[src/tppe_pkg.sv]
// ----------------------------------------------------------------------------
// TCP port payload extractor package
// Shared widths, header offsets and configuration register indexes.
// ----------------------------------------------------------------------------
package tppe_pkg;

  localparam int unsigned BYTE_W     = 8;
  localparam int unsigned PORT_W     = 16;
  localparam int unsigned LEN_W      = 11;
  localparam int unsigned POS_W      = 16;
  localparam int unsigned CFG_ADDR_W = 8;
  localparam int unsigned CFG_DATA_W = 16;

  localparam logic [CFG_ADDR_W-1:0] CFG_IDX_PORT    = 8'd0;
  localparam logic [CFG_ADDR_W-1:0] CFG_IDX_MAX_PAY = 8'd1;

  localparam logic [PORT_W-1:0] PORT_RESET    = 16'd0;
  localparam logic [LEN_W-1:0]  MAX_PAY_RESET = 11'd1400;

  localparam logic [BYTE_W-1:0] ETYPE_HI  = 8'h08;
  localparam logic [BYTE_W-1:0] ETYPE_LO  = 8'h00;
  localparam logic [BYTE_W-1:0] PROTO_TCP = 8'd6;

  localparam logic [POS_W-1:0] POS_ETYPE_HI = 16'd12;
  localparam logic [POS_W-1:0] POS_ETYPE_LO = 16'd13;
  localparam logic [POS_W-1:0] POS_IHL      = 16'd14;
  localparam logic [POS_W-1:0] POS_TLEN_HI  = 16'd16;
  localparam logic [POS_W-1:0] POS_TLEN_LO  = 16'd17;
  localparam logic [POS_W-1:0] POS_PROTO    = 16'd23;
  localparam logic [POS_W-1:0] POS_MAX      = 16'hffff;

  localparam logic [6:0] ETH_HDR_BYTES = 7'd14;
  localparam logic [3:0] MIN_HDR_WORDS = 4'd5;

endpackage

[src/tppe_in_if.sv]
// ----------------------------------------------------------------------------
// Frame byte channel
// Carries one Ethernet frame byte per transaction with a frame-end flag.
// ----------------------------------------------------------------------------
interface tppe_in_if;
  logic                             valid;
  logic                             ready;
  logic [tppe_pkg::BYTE_W-1:0]      frame_byte;
  logic                             frame_end;

  modport source (output valid, output frame_byte, output frame_end, input ready);
  modport sink   (input valid, input frame_byte, input frame_end, output ready);
endinterface

[src/tppe_out_if.sv]
// ----------------------------------------------------------------------------
// Payload byte channel
// Carries one extracted TCP payload byte per transaction.
// ----------------------------------------------------------------------------
interface tppe_out_if;
  logic                             valid;
  logic                             ready;
  logic [tppe_pkg::BYTE_W-1:0]      payload_byte;
  logic [tppe_pkg::LEN_W-1:0]       payload_index;
  logic                             payload_last;

  modport source (output valid, output payload_byte, output payload_index,
                  output payload_last, input ready);
  modport sink   (input valid, input payload_byte, input payload_index,
                  input payload_last, output ready);
endinterface

[src/tppe_cfg_if.sv]
// ----------------------------------------------------------------------------
// Configuration write channel
// Carries a register index and write data per transaction.
// ----------------------------------------------------------------------------
interface tppe_cfg_if;
  logic                               valid;
  logic                               ready;
  logic [tppe_pkg::CFG_ADDR_W-1:0]    index;
  logic [tppe_pkg::CFG_DATA_W-1:0]    data;

  modport source (output valid, output index, output data, input ready);
  modport sink   (input valid, input index, input data, output ready);
endinterface

[src/tcp_port_payload_extractor_unit.sv]
// ----------------------------------------------------------------------------
// TCP port payload extractor
// Parses Ethernet/IPv4/TCP headers byte by byte and emits the payload bytes
// of frames whose TCP destination port matches the configured port.
// ----------------------------------------------------------------------------
// A payload byte appears on the output in the cycle after its frame byte
// is accepted. Throughput: one frame byte per cycle, limited only by the
// single output register draining. Reset (synchronous, active low) clears the
// parse state, empties the output register and loads the register defaults
// (port 0, which disables capture, and a 1400-byte payload limit).
module tcp_port_payload_extractor_unit (
  input  logic       clk,
  input  logic       rst_n,
  tppe_in_if.sink    in_ch,
  tppe_out_if.source out_ch,
  tppe_cfg_if.sink   cfg_ch
);

  // Configuration registers.
  logic [tppe_pkg::PORT_W-1:0] port_r;
  logic [tppe_pkg::LEN_W-1:0]  max_pay_r;

  // Parse state.
  logic [tppe_pkg::POS_W-1:0]  pos_r,      pos_nxt;
  logic                        rej_r,      rej_nxt;
  logic [3:0]                  ihl_r,      ihl_nxt;
  logic [15:0]                 tot_len_r,  tot_len_nxt;
  logic [tppe_pkg::PORT_W-1:0] dport_r,    dport_nxt;
  logic [3:0]                  thw_r,      thw_nxt;
  logic [tppe_pkg::LEN_W-1:0]  remain_r,   remain_nxt;
  logic [tppe_pkg::LEN_W-1:0]  emit_cnt_r, emit_cnt_nxt;

  // Output register.
  logic                        out_valid_r, out_valid_nxt;
  logic [tppe_pkg::BYTE_W-1:0] out_byte_r;
  logic [tppe_pkg::LEN_W-1:0]  out_index_r;
  logic                        out_last_r;

  logic                        in_accept;
  logic                        emit;
  logic                        emit_last;
  logic [tppe_pkg::BYTE_W-1:0] b;
  logic [6:0]                  tcp_start;
  logic [7:0]                  dport_hi_pos;
  logic [7:0]                  dport_lo_pos;
  logic [7:0]                  doff_pos;
  logic [7:0]                  pay_start;
  logic                        past_proto;
  logic [3:0]                  thw_new;
  logic [6:0]                  hdr_len;
  logic [15:0]                 len_full;
  logic [tppe_pkg::LEN_W-1:0]  len_lim;
  logic [tppe_pkg::PORT_W-1:0] dport_new;

  assign in_ch.ready  = !out_valid_r || out_ch.ready;
  assign in_accept    = in_ch.valid && in_ch.ready;
  assign cfg_ch.ready = 1'b1;
  assign b            = in_ch.frame_byte;

  assign tcp_start    = tppe_pkg::ETH_HDR_BYTES + {1'b0, ihl_r, 2'b00};
  assign dport_hi_pos = {1'b0, tcp_start} + 8'd2;
  assign dport_lo_pos = {1'b0, tcp_start} + 8'd3;
  assign doff_pos     = {1'b0, tcp_start} + 8'd12;
  assign pay_start    = {1'b0, tcp_start} + {2'b00, thw_r, 2'b00};
  assign past_proto   = pos_r > tppe_pkg::POS_PROTO;

  assign thw_new   = b[7:4];
  assign hdr_len   = {1'b0, ihl_r, 2'b00} + {1'b0, thw_new, 2'b00};
  assign len_full  = tot_len_r - {9'd0, hdr_len};
  assign len_lim   = (len_full > {5'd0, max_pay_r}) ? max_pay_r
                                                    : len_full[tppe_pkg::LEN_W-1:0];
  assign dport_new = {dport_r[15:8], b};

  always_comb begin
    rej_nxt      = rej_r;
    ihl_nxt      = ihl_r;
    tot_len_nxt  = tot_len_r;
    dport_nxt    = dport_r;
    thw_nxt      = thw_r;
    remain_nxt   = remain_r;
    emit_cnt_nxt = emit_cnt_r;
    emit         = 1'b0;
    emit_last    = 1'b0;

    if (!rej_r) begin
      if (pos_r == tppe_pkg::POS_ETYPE_HI && b != tppe_pkg::ETYPE_HI) begin
        rej_nxt = 1'b1;
      end else if (pos_r == tppe_pkg::POS_ETYPE_LO && b != tppe_pkg::ETYPE_LO) begin
        rej_nxt = 1'b1;
      end else if (pos_r == tppe_pkg::POS_IHL) begin
        ihl_nxt = b[3:0];
        if (b[3:0] < tppe_pkg::MIN_HDR_WORDS) begin
          rej_nxt = 1'b1;
        end
      end else if (pos_r == tppe_pkg::POS_TLEN_HI) begin
        tot_len_nxt = {b, 8'd0};
      end else if (pos_r == tppe_pkg::POS_TLEN_LO) begin
        tot_len_nxt = {tot_len_r[15:8], b};
      end else if (pos_r == tppe_pkg::POS_PROTO && b != tppe_pkg::PROTO_TCP) begin
        rej_nxt = 1'b1;
      end else if (past_proto && pos_r == {8'd0, dport_hi_pos}) begin
        dport_nxt = {b, 8'd0};
      end else if (past_proto && pos_r == {8'd0, dport_lo_pos}) begin
        dport_nxt = dport_new;
        if (port_r == '0 || dport_new != port_r) begin
          rej_nxt = 1'b1;
        end
      end else if (past_proto && pos_r == {8'd0, doff_pos}) begin
        thw_nxt = thw_new;
        if (thw_new < tppe_pkg::MIN_HDR_WORDS) begin
          rej_nxt = 1'b1;
        end else if (tot_len_r <= {9'd0, hdr_len}) begin
          rej_nxt = 1'b1;
        end else begin
          remain_nxt = len_lim;
          if (len_lim == '0) begin
            rej_nxt = 1'b1;
          end
        end
      end else if (thw_r >= tppe_pkg::MIN_HDR_WORDS && remain_r != '0 &&
                   pos_r >= {8'd0, pay_start}) begin
        emit         = 1'b1;
        emit_last    = (remain_r == 11'd1) || in_ch.frame_end;
        emit_cnt_nxt = emit_cnt_r + 11'd1;
        remain_nxt   = remain_r - 11'd1;
        if (remain_r == 11'd1) begin
          rej_nxt = 1'b1;
        end
      end
    end

    pos_nxt = (pos_r != tppe_pkg::POS_MAX) ? pos_r + 16'd1 : pos_r;

    // The final byte of a frame returns the parser to its start state.
    if (in_ch.frame_end) begin
      pos_nxt      = '0;
      rej_nxt      = 1'b0;
      ihl_nxt      = '0;
      tot_len_nxt  = '0;
      dport_nxt    = '0;
      thw_nxt      = '0;
      remain_nxt   = '0;
      emit_cnt_nxt = '0;
    end
  end

  always_comb begin
    out_valid_nxt = out_valid_r;
    if (in_accept) begin
      out_valid_nxt = emit;
    end else if (out_ch.ready) begin
      out_valid_nxt = 1'b0;
    end
  end

  always_ff @(posedge clk) begin
    if (!rst_n) begin
      port_r    <= tppe_pkg::PORT_RESET;
      max_pay_r <= tppe_pkg::MAX_PAY_RESET;
    end else if (cfg_ch.valid && cfg_ch.ready) begin
      case (cfg_ch.index)
        tppe_pkg::CFG_IDX_PORT:    port_r    <= cfg_ch.data;
        tppe_pkg::CFG_IDX_MAX_PAY: max_pay_r <= cfg_ch.data[tppe_pkg::LEN_W-1:0];
        default: ;
      endcase
    end
  end

  always_ff @(posedge clk) begin
    if (!rst_n) begin
      pos_r       <= '0;
      rej_r       <= 1'b0;
      ihl_r       <= '0;
      tot_len_r   <= '0;
      dport_r     <= '0;
      thw_r       <= '0;
      remain_r    <= '0;
      emit_cnt_r  <= '0;
      out_valid_r <= 1'b0;
    end else begin
      out_valid_r <= out_valid_nxt;
      if (in_accept) begin
        pos_r      <= pos_nxt;
        rej_r      <= rej_nxt;
        ihl_r      <= ihl_nxt;
        tot_len_r  <= tot_len_nxt;
        dport_r    <= dport_nxt;
        thw_r      <= thw_nxt;
        remain_r   <= remain_nxt;
        emit_cnt_r <= emit_cnt_nxt;
      end
    end
  end

  always_ff @(posedge clk) begin
    if (in_accept && emit) begin
      out_byte_r  <= b;
      out_index_r <= emit_cnt_r;
      out_last_r  <= emit_last;
    end
  end

  assign out_ch.valid         = out_valid_r;
  assign out_ch.payload_byte  = out_byte_r;
  assign out_ch.payload_index = out_index_r;
  assign out_ch.payload_last  = out_last_r;

endmodule
[src/flat_wrapper.sv]
// flat-port wrapper written by rule: the top's interface ports become plain ports
module tcp_port_payload_extractor_unit_flat 
  (clk, rst_n, in_ch_valid, in_ch_frame_byte, in_ch_frame_end, in_ch_ready, out_ch_valid, out_ch_payload_byte, out_ch_payload_index, out_ch_payload_last, out_ch_ready, cfg_ch_valid, cfg_ch_index, cfg_ch_data, cfg_ch_ready);
  tppe_in_if in_ch_i ();
  tppe_out_if out_ch_i ();
  tppe_cfg_if cfg_ch_i ();
  input  logic clk;
  input  logic rst_n;
  input wire logic [$bits(in_ch_i.valid)-1:0] in_ch_valid;
  input wire logic [$bits(in_ch_i.frame_byte)-1:0] in_ch_frame_byte;
  input wire logic [$bits(in_ch_i.frame_end)-1:0] in_ch_frame_end;
  output wire logic [$bits(in_ch_i.ready)-1:0] in_ch_ready;
  output wire logic [$bits(out_ch_i.valid)-1:0] out_ch_valid;
  output wire logic [$bits(out_ch_i.payload_byte)-1:0] out_ch_payload_byte;
  output wire logic [$bits(out_ch_i.payload_index)-1:0] out_ch_payload_index;
  output wire logic [$bits(out_ch_i.payload_last)-1:0] out_ch_payload_last;
  input wire logic [$bits(out_ch_i.ready)-1:0] out_ch_ready;
  input wire logic [$bits(cfg_ch_i.valid)-1:0] cfg_ch_valid;
  input wire logic [$bits(cfg_ch_i.index)-1:0] cfg_ch_index;
  input wire logic [$bits(cfg_ch_i.data)-1:0] cfg_ch_data;
  output wire logic [$bits(cfg_ch_i.ready)-1:0] cfg_ch_ready;
  assign in_ch_i.valid = in_ch_valid;
  assign in_ch_i.frame_byte = in_ch_frame_byte;
  assign in_ch_i.frame_end = in_ch_frame_end;
  assign in_ch_ready = in_ch_i.ready;
  assign out_ch_valid = out_ch_i.valid;
  assign out_ch_payload_byte = out_ch_i.payload_byte;
  assign out_ch_payload_index = out_ch_i.payload_index;
  assign out_ch_payload_last = out_ch_i.payload_last;
  assign out_ch_i.ready = out_ch_ready;
  assign cfg_ch_i.valid = cfg_ch_valid;
  assign cfg_ch_i.index = cfg_ch_index;
  assign cfg_ch_i.data = cfg_ch_data;
  assign cfg_ch_ready = cfg_ch_i.ready;
  tcp_port_payload_extractor_unit u_core (.clk(clk), .rst_n(rst_n), .in_ch(in_ch_i), .out_ch(out_ch_i), .cfg_ch(cfg_ch_i));
endmodule
[config.mk]
export PLATFORM = sky130hd
export DESIGN_NAME = tcp_port_payload_extractor_unit_flat
export DESIGN_NICKNAME = d
export VERILOG_FILES = /design/src/tppe_pkg.sv /design/src/tppe_in_if.sv /design/src/tppe_out_if.sv /design/src/tppe_cfg_if.sv /design/src/tcp_port_payload_extractor_unit.sv /design/src/flat_wrapper.sv
export SDC_FILE = /design/constraint.sdc
export NUM_CORES = 1
export LEC_CHECK = 0
export BUFFER_PORTS_ARGS = -buffer_cell sky130_fd_sc_hd__buf_4
export CORE_MARGIN = 3
export CORE_UTILIZATION = 60
export DETAILED_ROUTE_END_ITERATION = 8
export GPL_ROUTABILITY_DRIVEN = 0
export PLACE_DENSITY = 0.79
export SYNTH_ARGS = -nofsm -noshare
export SYNTH_HDL_FRONTEND = slang
export SYNTH_SLANG_ARGS = --single-unit
[constraint.sdc]
create_clock -name clk -period 10.5 [get_ports clk]
set_clock_uncertainty 0.15 [all_clocks]
set_input_delay 1.05 -clock clk [delete_from_list [all_inputs] [get_ports clk]]
set_output_delay 1.05 -clock clk [all_outputs]
set_load 0.01 [all_outputs]
### Word-level counts from Yosys, hierarchy flattened

Cells that the tools add are included.
Widths: inputs -> output; s select.

* $lt $le $gt $ge: 7
* equal/unequal tests: 27
* multiplexer cells: 93
* add/sub/neg operators: 10
* bitwise logic cells: 1
* reduce and logical (&&, ||, !) cells: 39

Operator list (number)
* $mux 11: 27
* $mux 16: 17
* $mux 4: 16
* $eq 16x4->1 const B: 3
* $eq 16x5->1 const B: 3
* $eq 16x8->1: 3
* $mux 1: 31
* $ne 2x2->1 const B: 10
* $add 16x1->16 const B: 1
* $add 7x2->8 const B: 2
* $ge 16x8->1: 1
* $gt 16x11->1: 1
* $gt 16x5->1 const B: 1
* $le 16x7->1: 1
* $logic_not 16->1: 1
* $mux 8: 2
* $ne 16x16->1: 1
* $ne 16x16->1 const B: 1
* $sub 16x7->16: 1
* $reduce_bool 2->1: 7
* $reduce_and 13->1: 1
* $reduce_and 12->1: 1
* $reduce_and 6->1: 2
* $add 11x1->11 const B: 1
* other kinds (26): 42

* bits of input ports: 38
* bits in registers: 119

### Depth between registers and ports, before layout

Gate-level depths: netlist of run 1.

* depth after elaboration: 19
* mapped depth: 21
* gate-level depth less buffers: 20

### Least setup slack after synthesis of run 1

Ideal clock, no wire load.

* path type: input to register
* start: input port in_ch_frame_byte[4]
* end: register u_core.remain_r[0] (netlist name)
* stages: 20
* slack: 5.301 ns
* setup time: 0.126 ns
* arrival time: 4.923 ns
* data required time: 10.224 ns
* buffers on the path: 1
* cells stage by stage: ha_1 -> fa_1 -> inv_1 -> ha_1 -> nor2b_1 -> o2111ai_1 -> nand2_1 -> nor4_1 -> xor2_1 -> ha_1 -> a21o_1 -> a21oi_1 -> a21oi_1 -> o22ai_1 -> o211a_1 -> buf_2 -> mux2_2 -> nor2b_1 -> o211ai_2 -> o41ai_2

* word-level cells in the longest chain between the ends: 17

RTL lines
* start: declaration: RTL line flat_wrapper.sv:10 `input wire logic [$bits(in_ch_i.frame_byte)-1:0] in_ch_frame_byte;`
* $add 6x6->7: RTL line tcp_port_payload_extractor_unit.sv:68 `assign hdr_len = {1'b0, ihl_r, 2'b00} + {1'b0, thw_new, 2'b00};`
* $sub 16x7->16: RTL line tcp_port_payload_extractor_unit.sv:69 `assign len_full = tot_len_r - {9'd0, hdr_len};`
* $gt 16x11->1: RTL line tcp_port_payload_extractor_unit.sv:70 `assign len_lim = (len_full > {5'd0, max_pay_r}) ? max_pay_r`
* $mux 11: RTL line tcp_port_payload_extractor_unit.sv:70
* $mux 11: RTL line tcp_port_payload_extractor_unit.sv:112 `end else if (tot_len_r <= {9'd0, hdr_len}) begin`
* $mux 11: RTL line tcp_port_payload_extractor_unit.sv:110 `if (thw_new < tppe_pkg::MIN_HDR_WORDS) begin`
* $mux 11: RTL line tcp_port_payload_extractor_unit.sv:108 `end else if (past_proto && pos_r == {8'd0, doff_pos}) begin`
* $mux 11: RTL line tcp_port_payload_extractor_unit.sv:103 `end else if (past_proto && pos_r == {8'd0, dport_lo_pos}) begin`
* $mux 11: RTL line tcp_port_payload_extractor_unit.sv:101 `end else if (past_proto && pos_r == {8'd0, dport_hi_pos}) begin`
* $mux 11: RTL line tcp_port_payload_extractor_unit.sv:99 `end else if (pos_r == tppe_pkg::POS_PROTO && b != tppe_pkg::PROTO_TCP) begin`
* $mux 11: RTL line tcp_port_payload_extractor_unit.sv:97 `end else if (pos_r == tppe_pkg::POS_TLEN_LO) begin`
* $mux 11: RTL line tcp_port_payload_extractor_unit.sv:95 `end else if (pos_r == tppe_pkg::POS_TLEN_HI) begin`
* $mux 11: RTL line tcp_port_payload_extractor_unit.sv:90 `end else if (pos_r == tppe_pkg::POS_IHL) begin`
* $mux 11: RTL line tcp_port_payload_extractor_unit.sv:88 `end else if (pos_r == tppe_pkg::POS_ETYPE_LO && b != tppe_pkg::ETYPE_LO) begin`
* $mux 11: RTL line tcp_port_payload_extractor_unit.sv:86 `if (pos_r == tppe_pkg::POS_ETYPE_HI && b != tppe_pkg::ETYPE_HI) begin`
* $mux 11: RTL line tcp_port_payload_extractor_unit.sv:85 `if (!rej_r) begin`
* $mux 11: RTL line tcp_port_payload_extractor_unit.sv:135 `if (in_ch.frame_end) begin`
* end signal: assignment: RTL line tcp_port_payload_extractor_unit.sv:189 `remain_r <= remain_nxt;`
* end: declaration: RTL line tcp_port_payload_extractor_unit.sv:30 `logic [tppe_pkg::LEN_W-1:0] remain_r, remain_nxt;`

Several ways; a longest one is shown, not always the timed one. The select of a mux whose other input is x is not followed.
A chain may end at the register's enable or synchronous reset.

### Final worst setup path of run 1

Same ends and word-level chain as after synthesis.

==> results of run 1 <==
==> power by group through the flow <==
stage	combinational, mW	clock [mW]	sequential (mW)
floorplan	0.0696	0	0.480
global placement	0.0985	0	0.481
detailed placement	0.103	0	0.482
CTS	0.104	0.563	0.472
global route	0.116	0.584	0.473
finish	0.106	0.557	0.472
==> metal layers <==
layer / global-route usage (%) / vias to the layer above
met4: 13.3 / 0
met3: 5.92 / 52
met2: 48.6 / 279
li1: - / 3069
met5: 0 / -
met1: 35.9 / 3034
==> critical path: cells and delay by family <==
family	cells	cell delay, ps
AOI/OAI and AO/OA	8	1630
xor gates and xnor gates	1	290
adders and majority gates	4	1340
buffers and inverters	2	230
muxes	1	400
and+or+nand+nor	4	700
==> sequential cells by signal (all words and copies together), names as in the netlist <==
name                         cells
u_core.dport_r                   8
u_core.port_r                   16
u_core.out_ch.payload_index     11
u_core.max_pay_r                11
u_core.out_ch.valid              1
u_core.out_ch.payload_byte       8
u_core.out_ch.payload_last       1
u_core.thw_r                     4
u_core.pos_r                    16
u_core.emit_cnt_r               11
u_core.rej_r                     1
u_core.remain_r                 11
u_core.ihl_r                     4
u_core.tot_len_r                16
==> path summary, 6_finish.rpt <==
kind,startpoint,to,cells after the start
worst max-delay path,in_ch_frame_byte[4],u_core.remain_r[0],20
worst max register to register,u_core.ihl_r[0],u_core.remain_r[0],19
worst min-delay path,u_core.emit_cnt_r[10],u_core.out_ch.payload_index[10],0
worst min register to register,u_core.emit_cnt_r[10],u_core.out_ch.payload_index[10],0
==> synthesized netlist by cell type (10+ instances only) <==
library cell / n
sky130_fd_sc_hd__ha_1: 39
sky130_fd_sc_hd__clkbuf_1: 21
sky130_fd_sc_hd__nand2_1: 58
sky130_fd_sc_hd__nor4_1: 19
sky130_fd_sc_hd__nor2_1: 116
sky130_fd_sc_hd__nand3_1: 23
sky130_fd_sc_hd__xor2_1: 20
sky130_fd_sc_hd__mux2i_1: 46
sky130_fd_sc_hd__xnor2_1: 32
sky130_fd_sc_hd__or3_1: 10
sky130_fd_sc_hd__inv_1: 45
sky130_fd_sc_hd__nor3_1: 31
sky130_fd_sc_hd__nand4_1: 19
sky130_fd_sc_hd__dfxtp_1: 99
sky130_fd_sc_hd__o21ai_0: 28
sky130_fd_sc_hd__a21oi_1: 54
sky130_fd_sc_hd__edfxtp_1: 20
==> area by class of cell <==
class | count | area (um2) | area share (%)
clock buffers | 20 | 437 | 5.35
clock inverters | 11 | 126 | 1.55
inverters | 46 | 173 | 2.12
multi-input cells | 629 | 4200 | 51.4
flip-flops and latches | 119 | 2580 | 31.7
well taps | 143 | 179 | 2.19
repair buffers | 62 | 465 | 5.70
==> kinds of logic (layout without fill, tap and decap cells) <==
| group | after synthesis | after routing |
|---|---|---|
| other cells | 1 | 1 |
| simple gates | 320 | 320 |
| flops | 119 | 119 |
| mux | 50 | 50 |
| xor+xnor | 53 | 53 |
| fa+ha+maj | 42 | 42 |
| compound gates | 163 | 163 |
| buf+inv | 77 | 139 |
==> through the flow <==
step	utilization [%]	total power [mW]	setup slack, ps
global route	71.2	1.17	4760
floorplan	-	0.550	5300
detailed placement	66.2	0.585	4650
finish	71.2	1.14	5000
CTS	71.2	1.14	5060
global placement	66.2	0.580	4860
==> flow_results.org, run 1 <==
** Synth
- Register area share after synthesis :: between 30% and 40%
- The number of nets handed over by synthesis was 905.
- After synthesis, the mean cell area works out to 8.59 um2.
- Arithmetic-cell share of the synthesized area counting full adders, half adders and majority gates :: 7.73%
- Of all cell types, the one taking the most synthesized area is sky130_fd_sc_hd__dfxtp_1.
- In this run the biggest area consumer among cell types represents 28.0% of the synthesized area.
- Area contributors post-synth :: sky130_fd_sc_hd__dfxtp_1 28%, sky130_fd_sc_hd__edfxtp_1 8.5%, sky130_fd_sc_hd__ha_1 6.9%
- Simple logic cell fraction of the synthesized area :: 22.0%
- For this run, asynchronously set or reset flops after synthesis account for 0%.
- After synthesis the netlist holds a flip-flop and latch count of 119.
- The synthesized netlist occupies a cell area of slightly above 0.007 mm2.
- After synthesis, the largest family of logic cells by area is simple AND/OR/NAND/NOR gates.
- Most common flop cell mapped by yosys :: sky130_fd_sc_hd__dfxtp_1
- The synthesized design contains 20 enable-type register cells.
- Synthesis handed over a netlist of 825 instances.
- Number of synthesis warnings :: 0
- Summing the areas of all compound-gate instances in the mapped netlist gives ~16% of the synthesized area.
- Number of distinct library cell variants in the gate-level netlist after synthesis :: 74
- XOR/XNOR Fraction of Synth Area :: just under 7%
- Share of cell area taken by muxes after synthesis :: 7.13%

** Route
- Signal routing reaches up to met4.
- The detailed router finished its first iteration with 591 violations.
- The routed design has 18700 um of wire.
- Total routed wire length on the met1 layer :: ~7700 um
- The count of nets left with antenna violations once routing finished came out at 0.
- After detailed routing, the number of remaining DRC violations is 0.
- Using the TritonRoute via totals, the vias-per-cell ratio works out to 6.25.
- WL/cell :: 18.1 um
- Detail Route met3 WL :: 1190 um
- The first detailed-routing pass ran for 6 iterations.
- Wire segments on met2 add up to slightly above 9000 um in the final route.
- Via count :: approximately 6400

** Global route
- The number of antenna violations at the first check in global routing is 0.
- The via count of the first global-routing pass is 6244.
- In the global route stage, overall resource usage came out at 29.0%.
- Entering global routing, the biggest net connects between 60 and 70 pins.
- The first global-routing pass estimated 30100 um of wire.
- After global routing the overflow that remains totals 0.

** Timing
- Worst slew margin relative to its limit :: approximately 25%
- Count of endpoints failing hold in the final timing report :: 0
- The clock period could shrink to 5500 ps.
- Setup violations remaining at the end of the flow were counted as 0.
- The tightest hold path in the finished design has a slack of 316 ps.
- Sum of negative setup slack :: 0 ps
- The count of final max-slew check failures was 0.
- Transition time of the tightest slew-check pin :: approximately 1100 ps
- Final critical-path share of the clock period :: 52.4%
- Derived from the worst setup path, the maximum achievable clock frequency is 182 MHz.
- RSZ-0062 raised after global routing :: false

** Run status
- The flow ran to the end, and the final reports show no timing, DRC or antenna violations.

** Setup path
- Worst setup path category :: in -> reg
- CP max-delay cell :: sky130_fd_sc_hd__fa_1
- Data arrives at the worst endpoint at around 5600 ps.
- Cell seen most often among critical-path stages :: sky130_fd_sc_hd__ha_1
- Slack of the worst reg-to-reg path :: 5120 ps
- Data on the critical path is required at its endpoint by roughly 11000 ps.
- Type of element capturing the critical path :: flop
- STA classifies the critical path startpoint as a primary input.
- Series of cell instances along the critical path :: buf_4 > ha_1 > fa_1 > inv_1 > ha_1 > nor2b_1 > o2111ai_1 > nand2_1 > nor4_1 > xor2_1 > ha_1 > a21o_1 > a21oi_1 > o211ai_1 > o22ai_1 > o211a_1 > mux2_2 > nor2b_1 > o211ai_2 > o41ai_2
- Largest incremental delay on the critical path :: 490 ps
- Worst-path maximum fanout :: 10

** Power and ir drop
- Relative contribution of combinational cells to total power :: 9.3%
- Of the total power, the share spent switching nets is ~25%.
- Net Switching :: between 0.2 and 0.3 mW
- Worst supply voltage drop on vdd :: 0.000202 V
- Cell internal power was estimated by the tool at 0.855 mW.
- Proportion of power drawn by flip-flops and latches :: 41.6%
- The analysis attributes to cell leakage a power of 3.27 nW.
- Clock network power share :: 49.1%
- Pwr Density :: around 140 mW/mm2

** Layout
- In the layout the commonest cells are 115 x sky130_fd_sc_hd__nor2_1, 99 x sky130_fd_sc_hd__dfxtp_1, 62 x sky130_fd_sc_hd__buf_4.
- Once layout is complete, the cells apart from fillers number 1030.
- The area growth from synthesis to layout is 15.1%.
- At the end of the flow, the number of nets in the layout was ~960.
- With fillers left out, the area of the finished cells amounts to 0.00816 mm2.
- The post-route netlist has 12.3% of its cells at a drive strength greater than 1.
- Fill cells in the final layout number 881.
- Final antenna diode count :: 0
- Leaving out fill and tap cells, the most frequent cell in the layout is sky130_fd_sc_hd__nor2_1.

** Hold path
- Min-Delay Path Class :: reg -> reg

** Clocking
- TritonCTS clock tree :: built
- Counting the buffers created by CTS gives 17.
- Number of cells upsized or downsized after cts :: 0
- Number of buffers on the longest clock path :: 2
- Number of hold-repair buffers added at the cts stage :: 0
- CTS placed an instance of sky130_fd_sc_hd__clkbuf_16 at the clock tree root.
- Clk sink count :: between 100 and 150
- The H-tree was split into 4 levels.
- Clock latency at the later pin of the worst-skew pair :: 410 ps
- Post-CTS clock slew at the launch and capture registers of the worst setup and hold paths :: roughly 60 ps
- In this run the post-CTS setup repair buffer count came out at 0.

** Placement
- Counting tap cells, the placed design contains a total of 999 instances.
- Placed wire-length estimate after detailed placement :: 13600 um
- Number of input and output port buffers inserted :: 59
- The placed instances occupy a cell area of 0.00760 mm2.

** Floorplan
- Site Rows :: 39
- The die is 115 um wide.
- The die is 115 um tall.
- For this configuration, the core starts out at a cell density of 61.8%.
- For this design the top-level I/O count stands at 61.
- Die Footprint :: 0.0132 mm2
- Area of the core region :: between 0.01 and 0.015 mm2

** Run
- Max-Cap Viols :: 0
Note: power is estimated with default switching activity, not from simulation.
==> inputs of run 2 (changes only) <==
- ABC_AREA: not set -> 1
- clock period: 10.5 -> 5.4 ns (I/O delays scaled with it)
==> flow_results.org, run 2 <==
** Route
- Routed Antenna Nets :: 0 (unchanged)
- The average via count per standard cell is 5.60 (-10%).
- Via count :: 6861 (+6.6%)
- WL/cell :: 15.4 um (-15%)
- 1st-pass router iterations :: 6 (unchanged)
- The detailed-route DRC error count came to 0 (unchanged).
- Final wirelength :: 18900 um (+1.1%)
- Iter 0 DRT Violations :: 626 (+5.9%)

** Clocking
- The total of cells resized after clock tree synthesis was 0 (unchanged).
- Number of buffers on the longest clock path :: 2 (unchanged)
- Clk sink count :: 119 (unchanged)
- CTS Root Cell :: sky130_fd_sc_hd__clkbuf_16
- The number of buffers inserted by hold repair at cts is 0 (unchanged).
- TritonCTS clock tree :: built
- The deepest level of the CTS H-tree came to 4 (unchanged).
- The latest clock arrival within the worst-skew pair came to 420 ps (about the same).
- Post-CTS clock slew at the launch and capture registers of the worst setup and hold paths :: 60 ps (about the same)
- The TritonCTS buffer count came to 17 (unchanged).
- Post-CTS repair timing setup buffer count :: 0 (unchanged)

** Floorplan
- Chip width :: 117 um (+1.6%)
- The number of primary I/O pins came to 61 (unchanged).
- Die height :: 117 um (+1.6%)
- Die Footprint :: 0.0136 mm2 (+3.2%)
- The number of core rows came to 39 (unchanged).
- The area inside the core boundary came to 0.0117 mm2 (+1.7%).
- Initial cell density of the core :: 62.9% (+1.0 points)

** Timing
- Sum of negative setup slack :: 0 ps (unchanged)
- Final critical-path share of the clock period :: 89.3%
- Setup repair after global routing left no endpoint under its margin.
- Count of endpoints failing hold in the final timing report :: 0 (unchanged)
- Maximum clock rate :: around 210 MHz
- The relative max-transition margin was 31.7% (+6.7 points).
- The worst hold slack after final layout came to 177 ps (-139 ps).
- Max Slew Vio Count :: 0 (unchanged)
- The worst path in the final design needs a cycle of 4820 ps, including I/O delays and setup.
- Transition time of the tightest slew-check pin :: 1020 ps (-91.2 ps)
- The number of setup violations in the final report is 0 (unchanged).

** Synth
- The total number of yosys warnings is 0 (unchanged).
- Number of distinct library cell variants in the gate-level netlist after synthesis :: 51 (-31%)
- Top-count cell post-synth :: sky130_fd_sc_hd__nand2_1
- Number of enable flip-flop cells after synthesis :: 20 (unchanged)
- The area fraction of the dominant cell type after synthesis was 27.0% (-0.93 points).
- Mapped Avg Cell Area :: 7.22 um2 (-16%)
- Number of flip-flops and latches in the synthesized netlist :: 119 (unchanged)
- In the post-synthesis netlist, the biggest area contributors are sky130_fd_sc_hd__dfxtp_1 27%, sky130_fd_sc_hd__nand2_1 9.4%, sky130_fd_sc_hd__edfxtp_1 8.2%.
- Register area share after synthesis :: 35.2% (-1.2 points)
- Most frequent cells after synthesis :: 184 x sky130_fd_sc_hd__nand2_1, 126 x sky130_fd_sc_hd__inv_1, 99 x sky130_fd_sc_hd__dfxtp_1
- Post-Synthesis Cells :: 1016 (+23%)
- Most common flop cell mapped by yosys :: sky130_fd_sc_hd__dfxtp_1
- Async set or reset register ratio after synthesis :: 0% (unchanged)
- The synthesized area came to 0.00733 mm2 (+3.4%).
- The number of nets produced by synthesis is 1096 (+21%).
- The largest total area in the synthesized netlist belongs to sky130_fd_sc_hd__dfxtp_1.

** Hold path
- The path class of the tightest hold or removal check is in -> reg.

** Global route
- The global-route usage over all layers is 29.1% (+0.11 points).
- The number of antenna violations at the first check in global routing was 0 (unchanged).
- Maximum number of pins on one net before global-route repair :: 49 (-29%)
- Via count of the first global-routing pass :: 6469 (+3.6%)
- The wire length of the first global-routing pass came to 31000 um (+3.1%).
- The remaining global-route overflow came to 0 (unchanged).

** Layout
- Synthesis-to-finish area growth :: 15.1% (about the same)
- The number of diodes was 0 (unchanged).
- The library cell used most frequently in the layout, excluding fill and tap cells, is sky130_fd_sc_hd__nand2_1.
- Largest registers :: u_core.port_r (16), u_core.pos_r (16), u_core.tot_len_r (16)
- Final net count :: 1149 (+20%)
- Area of all placed cells without fillers :: 0.00844 mm2 (+3.4%)
- The final core utilization came to 72.4% (+1.2 points).
- Share of post-route cells with drive strength above 1 :: 13.5% (+1.2 points)
- Leading cell types in the layout, fill and taps excluded :: 183 x sky130_fd_sc_hd__nand2_1, 126 x sky130_fd_sc_hd__inv_1, 99 x sky130_fd_sc_hd__dfxtp_1

** Power and ir drop
- Worst supply voltage drop on vdd :: 0.000230 V (+14%)
- The total power draw is 2.43 mW (+110%).
- The areal power density over the cells was 288 mW/mm2 (+110%).
- LEAKAGE :: 3.70 nW (+13%)

** Placement
- The total cell area at the placement stage was 0.00784 mm2 (+3.3%).
- The quantity of I/O buffers inserted on ports was 59 (unchanged).
- The post-detailed-placement half-perimeter wirelength was 13900 um (+2.5%).

** Setup path
- The highest fanout seen on the critical path is 12 (+2).
- The largest incremental delay on the critical path came to 410 ps (-80 ps).
- On the critical path, the stage with the largest delay is an instance of sky130_fd_sc_hd__fa_1.
- STA classifies the critical path startpoint as a flop.
- Cell seen most often among critical-path stages :: sky130_fd_sc_hd__nand2_1
- The critical path is of the reg -> reg type.
- Crit path required time :: 5580 ps (-5050 ps)
- Type of element capturing the critical path :: flop
- CP Data Arrival Time :: 5000 ps (-630 ps)

** Run status
- Result of the run :: finished clean

** Run
- The count of maximum capacitance violations is 0 (unchanged).
-- run 2: cell count changes in the layout (fill, tap and decap cells not counted), sizes merged, moves of 11 or more --
cell / change
nand3: +52
inv: +94
a211oi: +12
xnor2: -17
mux2i: -46
a21oi: +41
nand2: +131
o21ai: +29
nor4: -11
-- run 2: cell families (layout without fill, tap and decap cells) --
kind of cell | count (synthesis) | in the layout | share of synthesized area (%)
DFF | 119 | 119 | 35.2
other | 1 | 1 | 0.0512
buffers and inverters | 172 | 238 | 9.20
and+or+nand+nor | 438 | 438 | 27.4
adders and majority gates | 42 | 42 | 7.48
xor gates and xnor gates | 43 | 43 | 5.50
AOI/OAI and AO/OA | 201 | 201 | 15.2
-- run 2: power breakdown --
part / internal [mW] / leakage [nW] / switching [mW]
Sequential: 0.918 / 0.980 / 0.0214
Clock: 0.706 / 0.288 / 0.396
Combinational: 0.145 / 2.43 / 0.247
-- run 2: metal layers --
metal  vias to the layer above  share of wire, %  track usage (%)
met5                         -                 0                0
met4                         0               2.5             12.0
met3                        37               5.6             4.82
met2                       212                47             48.8
met1                      3127                45             37.5
li1                       3485                 -                -
-- run 2: worst paths after layout --
path,start,end,slack [ps],cells past startpoint
worst min register to register,u_core.emit_cnt_r[10],u_core.out_ch.payload_index[10],330,0
worst max-delay path,u_core.ihl_r[0],u_core.rej_r,580,32
worst min-delay path,in_ch_frame_byte[2],u_core.out_ch.payload_byte[2],180,1
worst max register to register,u_core.ihl_r[0],u_core.rej_r,580,32
-- run 2: layout make-up --
cell class / count / area (um2)
multi-input combinational: 725 / 4090
fill: 985 / 3220
sequential: 119 / 2580
inverter: 144 / 541
clock buffer: 25 / 517
timing repair buffer: 62 / 465
tap: 143 / 179
clock inverter: 7 / 66.3
-- run 2: critical path, delay by kind of cell, from the launching register on --
| family | cells | cell delay, ps |
|---|---|---|
| flip-flops | 1 | 400 |
| AND/OR/NAND/NOR | 22 | 2000 |
| AO/OA/AOI/OAI | 3 | 410 |
| adder cells (fa/ha/maj) | 4 | 1370 |
| XOR/XNOR | 2 | 350 |
| buffers and inverters | 1 | 70 |
-- run 2: through the flow --
step	setup WS (ps)	std cells
after floorplan	1160	1016
after global placement	383	1193
after detailed placement	220	1193
after CTS	377	1225
after global routing	34.1	1225
final	580	1225
==> inputs of run 3 (changes only) <==
- clock period: 5.4 -> 4.65 ns (I/O delays scaled with it)
==> flow_results.org, run 3 (synthesized netlist as in run 2, its figures left out) <==
** Run status
- The flow ran to the end, and the final reports show no timing, DRC or antenna violations.

** Clocking
- Number of buffers on the longest clock path :: 2 (unchanged)
- The number of buffers inserted by hold repair at cts came to 0 (unchanged).
- The TritonCTS buffer count was 17 (unchanged).
- Clock latency at the later pin of the worst-skew pair :: 420 ps (about the same)
- TritonCTS built the clock tree.
- The CTS clock-pin slew for the worst setup and hold paths came to 60 ps (about the same).
- Post-CTS repair timing setup buffer count :: 0 (unchanged)
- The deepest level of the CTS H-tree came to 4 (unchanged).
- CTS Root Cell :: sky130_fd_sc_hd__clkbuf_16
- The count of clock tree sinks came to 119 (unchanged).

** Global route
- The remaining global-route overflow came to 0 (unchanged).
- First-pass GRT wire length :: 30700 um (-0.89%)
- The maximum number of pins on one net before global-route repair came to 49 (unchanged).
- Via count of the first global-routing pass :: 6484 (+0.23%)
- Antenna violations before repair :: 0 (unchanged)
- Total track usage :: 28.7% (-0.42 points)

** Setup path
- Startpoint of the worst-slack reg-to-reg timing path :: u_core.ihl_r[0]
- The count of cells along the worst register-to-register path was 30 (-6.3%).
- CP startpoint :: u_core.ihl_r[0]
- Counting stages on the worst path, the most repeated cell is sky130_fd_sc_hd__nand2_1.
- Following the worst setup path forward leads to its endpoint at u_core.rej_r.
- Crit path required time :: 4830 ps (-750 ps)
- Worst setup path category :: reg -> reg
- The largest incremental delay on the critical path is 520 ps (+110 ps).
- The highest fanout seen on the critical path was 10 (-2).
- The endpoint identified for the worst register-to-register timing path is u_core.rej_r.
- CP Data Arrival Time :: 4520 ps (-480 ps)
- Slack of the worst reg-to-reg path :: 310 ps (-270 ps)
- Among all stages on the critical path, the largest delay is contributed by sky130_fd_sc_hd__fa_2.
- Critical Path Start Type :: flop
- STA classifies the critical path endpoint as a flop.

** Hold path
- The tightest min-delay check is of the in -> reg type.

** Timing
- Worst slew margin relative to its limit :: 30.1% (-1.6 points)
- Maximum clock rate :: 230 MHz (+11%)
- Count of endpoints failing hold in the final timing report :: 0 (unchanged)
- The number of setup violations in the final report is 0 (unchanged).
- Sum of negative setup slack :: 0 ps (unchanged)
- The count of final max-slew check failures came to 0 (unchanged).
- The final critical-path setup slack was 308 ps (-272 ps).
- The time the worst path needs with I/O delays and setup was 4340 ps (-478 ps).
- The transition at the pin with the smallest max-transition slack was 1050 ps (+24.0 ps).
- Final critical-path share of the clock period :: 93.4% (+4.1 points)

** Floorplan
- The starting density of the core was 62.9% (unchanged).
- The overall die area is 0.0136 mm2 (unchanged).
- The vertical die dimension was 117 um (unchanged).
- Area of the core region :: 0.0117 mm2 (unchanged)
- Boundary pin count :: 61 (unchanged)
- The horizontal die dimension came to 117 um (unchanged).
- The number of core rows was 39 (unchanged).

** Route
- WL/cell :: 15.0 um (-2.7%)
- The count of nets left with antenna violations after detail routing was 0 (unchanged).
- 1st-pass router iterations :: 5 (-1)
- The vias after detailed routing came to 6936 (+1.1%).
- The total wire length after detailed routing was 18500 um (-1.9%).
- The detailed-route DRC error count was 0 (unchanged).
- Iter 0 DRT Violations :: 538 (-14%)
- Average vias per placed instance :: 5.61 (+0.19%)

** Layout
- The largest registers in the layout are u_core.port_r (16), u_core.pos_r (16), u_core.tot_len_r (16).
- Total area of sequential cells :: 0.00258 mm2 (about the same)
- Area of all placed cells without fillers :: 0.00856 mm2 (+1.4%)
- In the layout the commonest cells are 180 x sky130_fd_sc_hd__nand2_1, 126 x sky130_fd_sc_hd__inv_1, 98 x sky130_fd_sc_hd__dfxtp_1.
- The ratio of cells with drive above 1 in the final layout was 15.3% (+1.8 points).
- Final antenna diode count :: 0 (unchanged)
- The multi-input logic area is 0.00412 mm2 (+0.73%).
- The number of fill cells in the layout was 961 (-2.4%).
- Leading cell type in the layout, fill and taps excluded :: sky130_fd_sc_hd__nand2_1
- The net count of the finished layout is 1160 (+0.96%).
- From synthesis to final layout, the design area changed by 16.8%.

** Power and ir drop
- Clock network power share :: 46.0% (+0.7 points)
- The maximum ir drop on the vdd rail was 0.000298 V (+29%).
- Net Switching :: 0.826 mW (+24%)
- The total power draw is 2.89 mW (+19%).
- The fraction of power consumed by sequential logic was 37.6% (-1.0 points).
- The share of power burned in combinational logic was 16.4% (+0.3 points).
- The share of total power consumed by net switching is 28.5% (+1.3 points).
- The leakage power total is 3.76 nW (+1.6%).
- Pwr Density :: 338 mW/mm2 (+17%)
- Pint :: 2.07 mW (+17%)

** Placement
- Worst slack at placement :: -67.1 ps (-287 ps)
- Cell Area, Placed :: 0.00792 mm2 (+0.96%)
- The quantity of I/O buffers inserted on ports came to 59 (unchanged).
- The post-detailed-placement half-perimeter wirelength was 13800 um (-0.69%).

** Run
- The count of maximum capacitance violations came to 0 (unchanged).
-- run 3: changes by cell type in the layout (fill, tap and decap cells not counted), moves of 2 or more --
cell and change:
sky130_fd_sc_hd__nand2_1 -3, sky130_fd_sc_hd__buf_4 +9, sky130_fd_sc_hd__xor2_2 +2, sky130_fd_sc_hd__inv_4 +3, sky130_fd_sc_hd__clkbuf_1 -3, sky130_fd_sc_hd__clkbuf_8 -4
sky130_fd_sc_hd__fa_2 +2, sky130_fd_sc_hd__nand2_2 +4, sky130_fd_sc_hd__inv_6 +2, sky130_fd_sc_hd__fa_1 -2, sky130_fd_sc_hd__xor2_1 -2
-- run 3: timing repair --
item	CTS	global route
setup endpoints to repair	0	1
gates resized for setup	0	11
hold endpoints to repair	0	0
-- run 3: how the worst min path moves through the flow --
| stage | start | to | slack (ps) | cells after the start |
|---|---|---|---|---|
| floorplan | u_core.emit_cnt_r[10] | u_core.out_ch.payload_index[10] | 280 | 0 |
| global placement | u_core.emit_cnt_r[10] | u_core.out_ch.payload_index[10] | 290 | 0 |
| detailed placement | u_core.emit_cnt_r[9] | u_core.out_ch.payload_index[9] | 300 | 0 |
| CTS | in_ch_frame_byte[2] | u_core.out_ch.payload_byte[2] | 90 | 1 |
| global route | in_ch_frame_byte[2] | u_core.out_ch.payload_byte[2] | 90 | 1 |
| finish | in_ch_frame_byte[0] | u_core.out_ch.payload_byte[0] | 100 | 1 |
-- run 3: routing by layer --
metal / part of all wire [%] / vias to the layer above / global-route usage (%)
met5: 0 / - / 0
met3: 6.5 / 54 / 5.80
li1: - / 3503 / -
met4: 3.8 / 0 / 13.3
met1: 44 / 3119 / 36.7
met2: 46 / 260 / 46.8
-- run 3: area by class of cell --
cell class	count	area share [%]
multi-input cells	726	48.1
flip-flops and latches	119	30.2
repair buffers	72	6.36
inverters	144	6.31
clock buffers	18	5.26
well taps	143	2.09
clock inverters	14	1.68
-- run 3: critical path, delay by kind of cell (launching register included) --
family          cells  cell delay, ps
xor+xnor            1             170
flops               1             320
fa+ha+maj           4            1400
buf+inv             3             270
simple gates       21            1790
compound gates      1             150
-- run 3: stage by stage --
| step | hold slack (ps) | cells | utilization, % |
|---|---|---|---|
| after floorplan | 278 | 1016 | - |
| after global placement | 293 | 1203 | 67.9 |
| after detailed placement | 297 | 1203 | 67.9 |
| after CTS | 89.5 | 1235 | 73.0 |
| after global routing | 90.6 | 1236 | 73.4 |
| final | 102 | 1236 | 73.4 |
-- run 3: power groups by stage --
stage	clock network, mW	registers (mW)	logic [mW]
2_1_floorplan	0	1.10	0.335
3_3_place_gp	0	1.11	0.448
5_1_grt	1.39	1.09	0.538
4_1_cts	1.34	1.09	0.462
6_report	1.33	1.09	0.475
3_5_place_dp	0	1.11	0.456
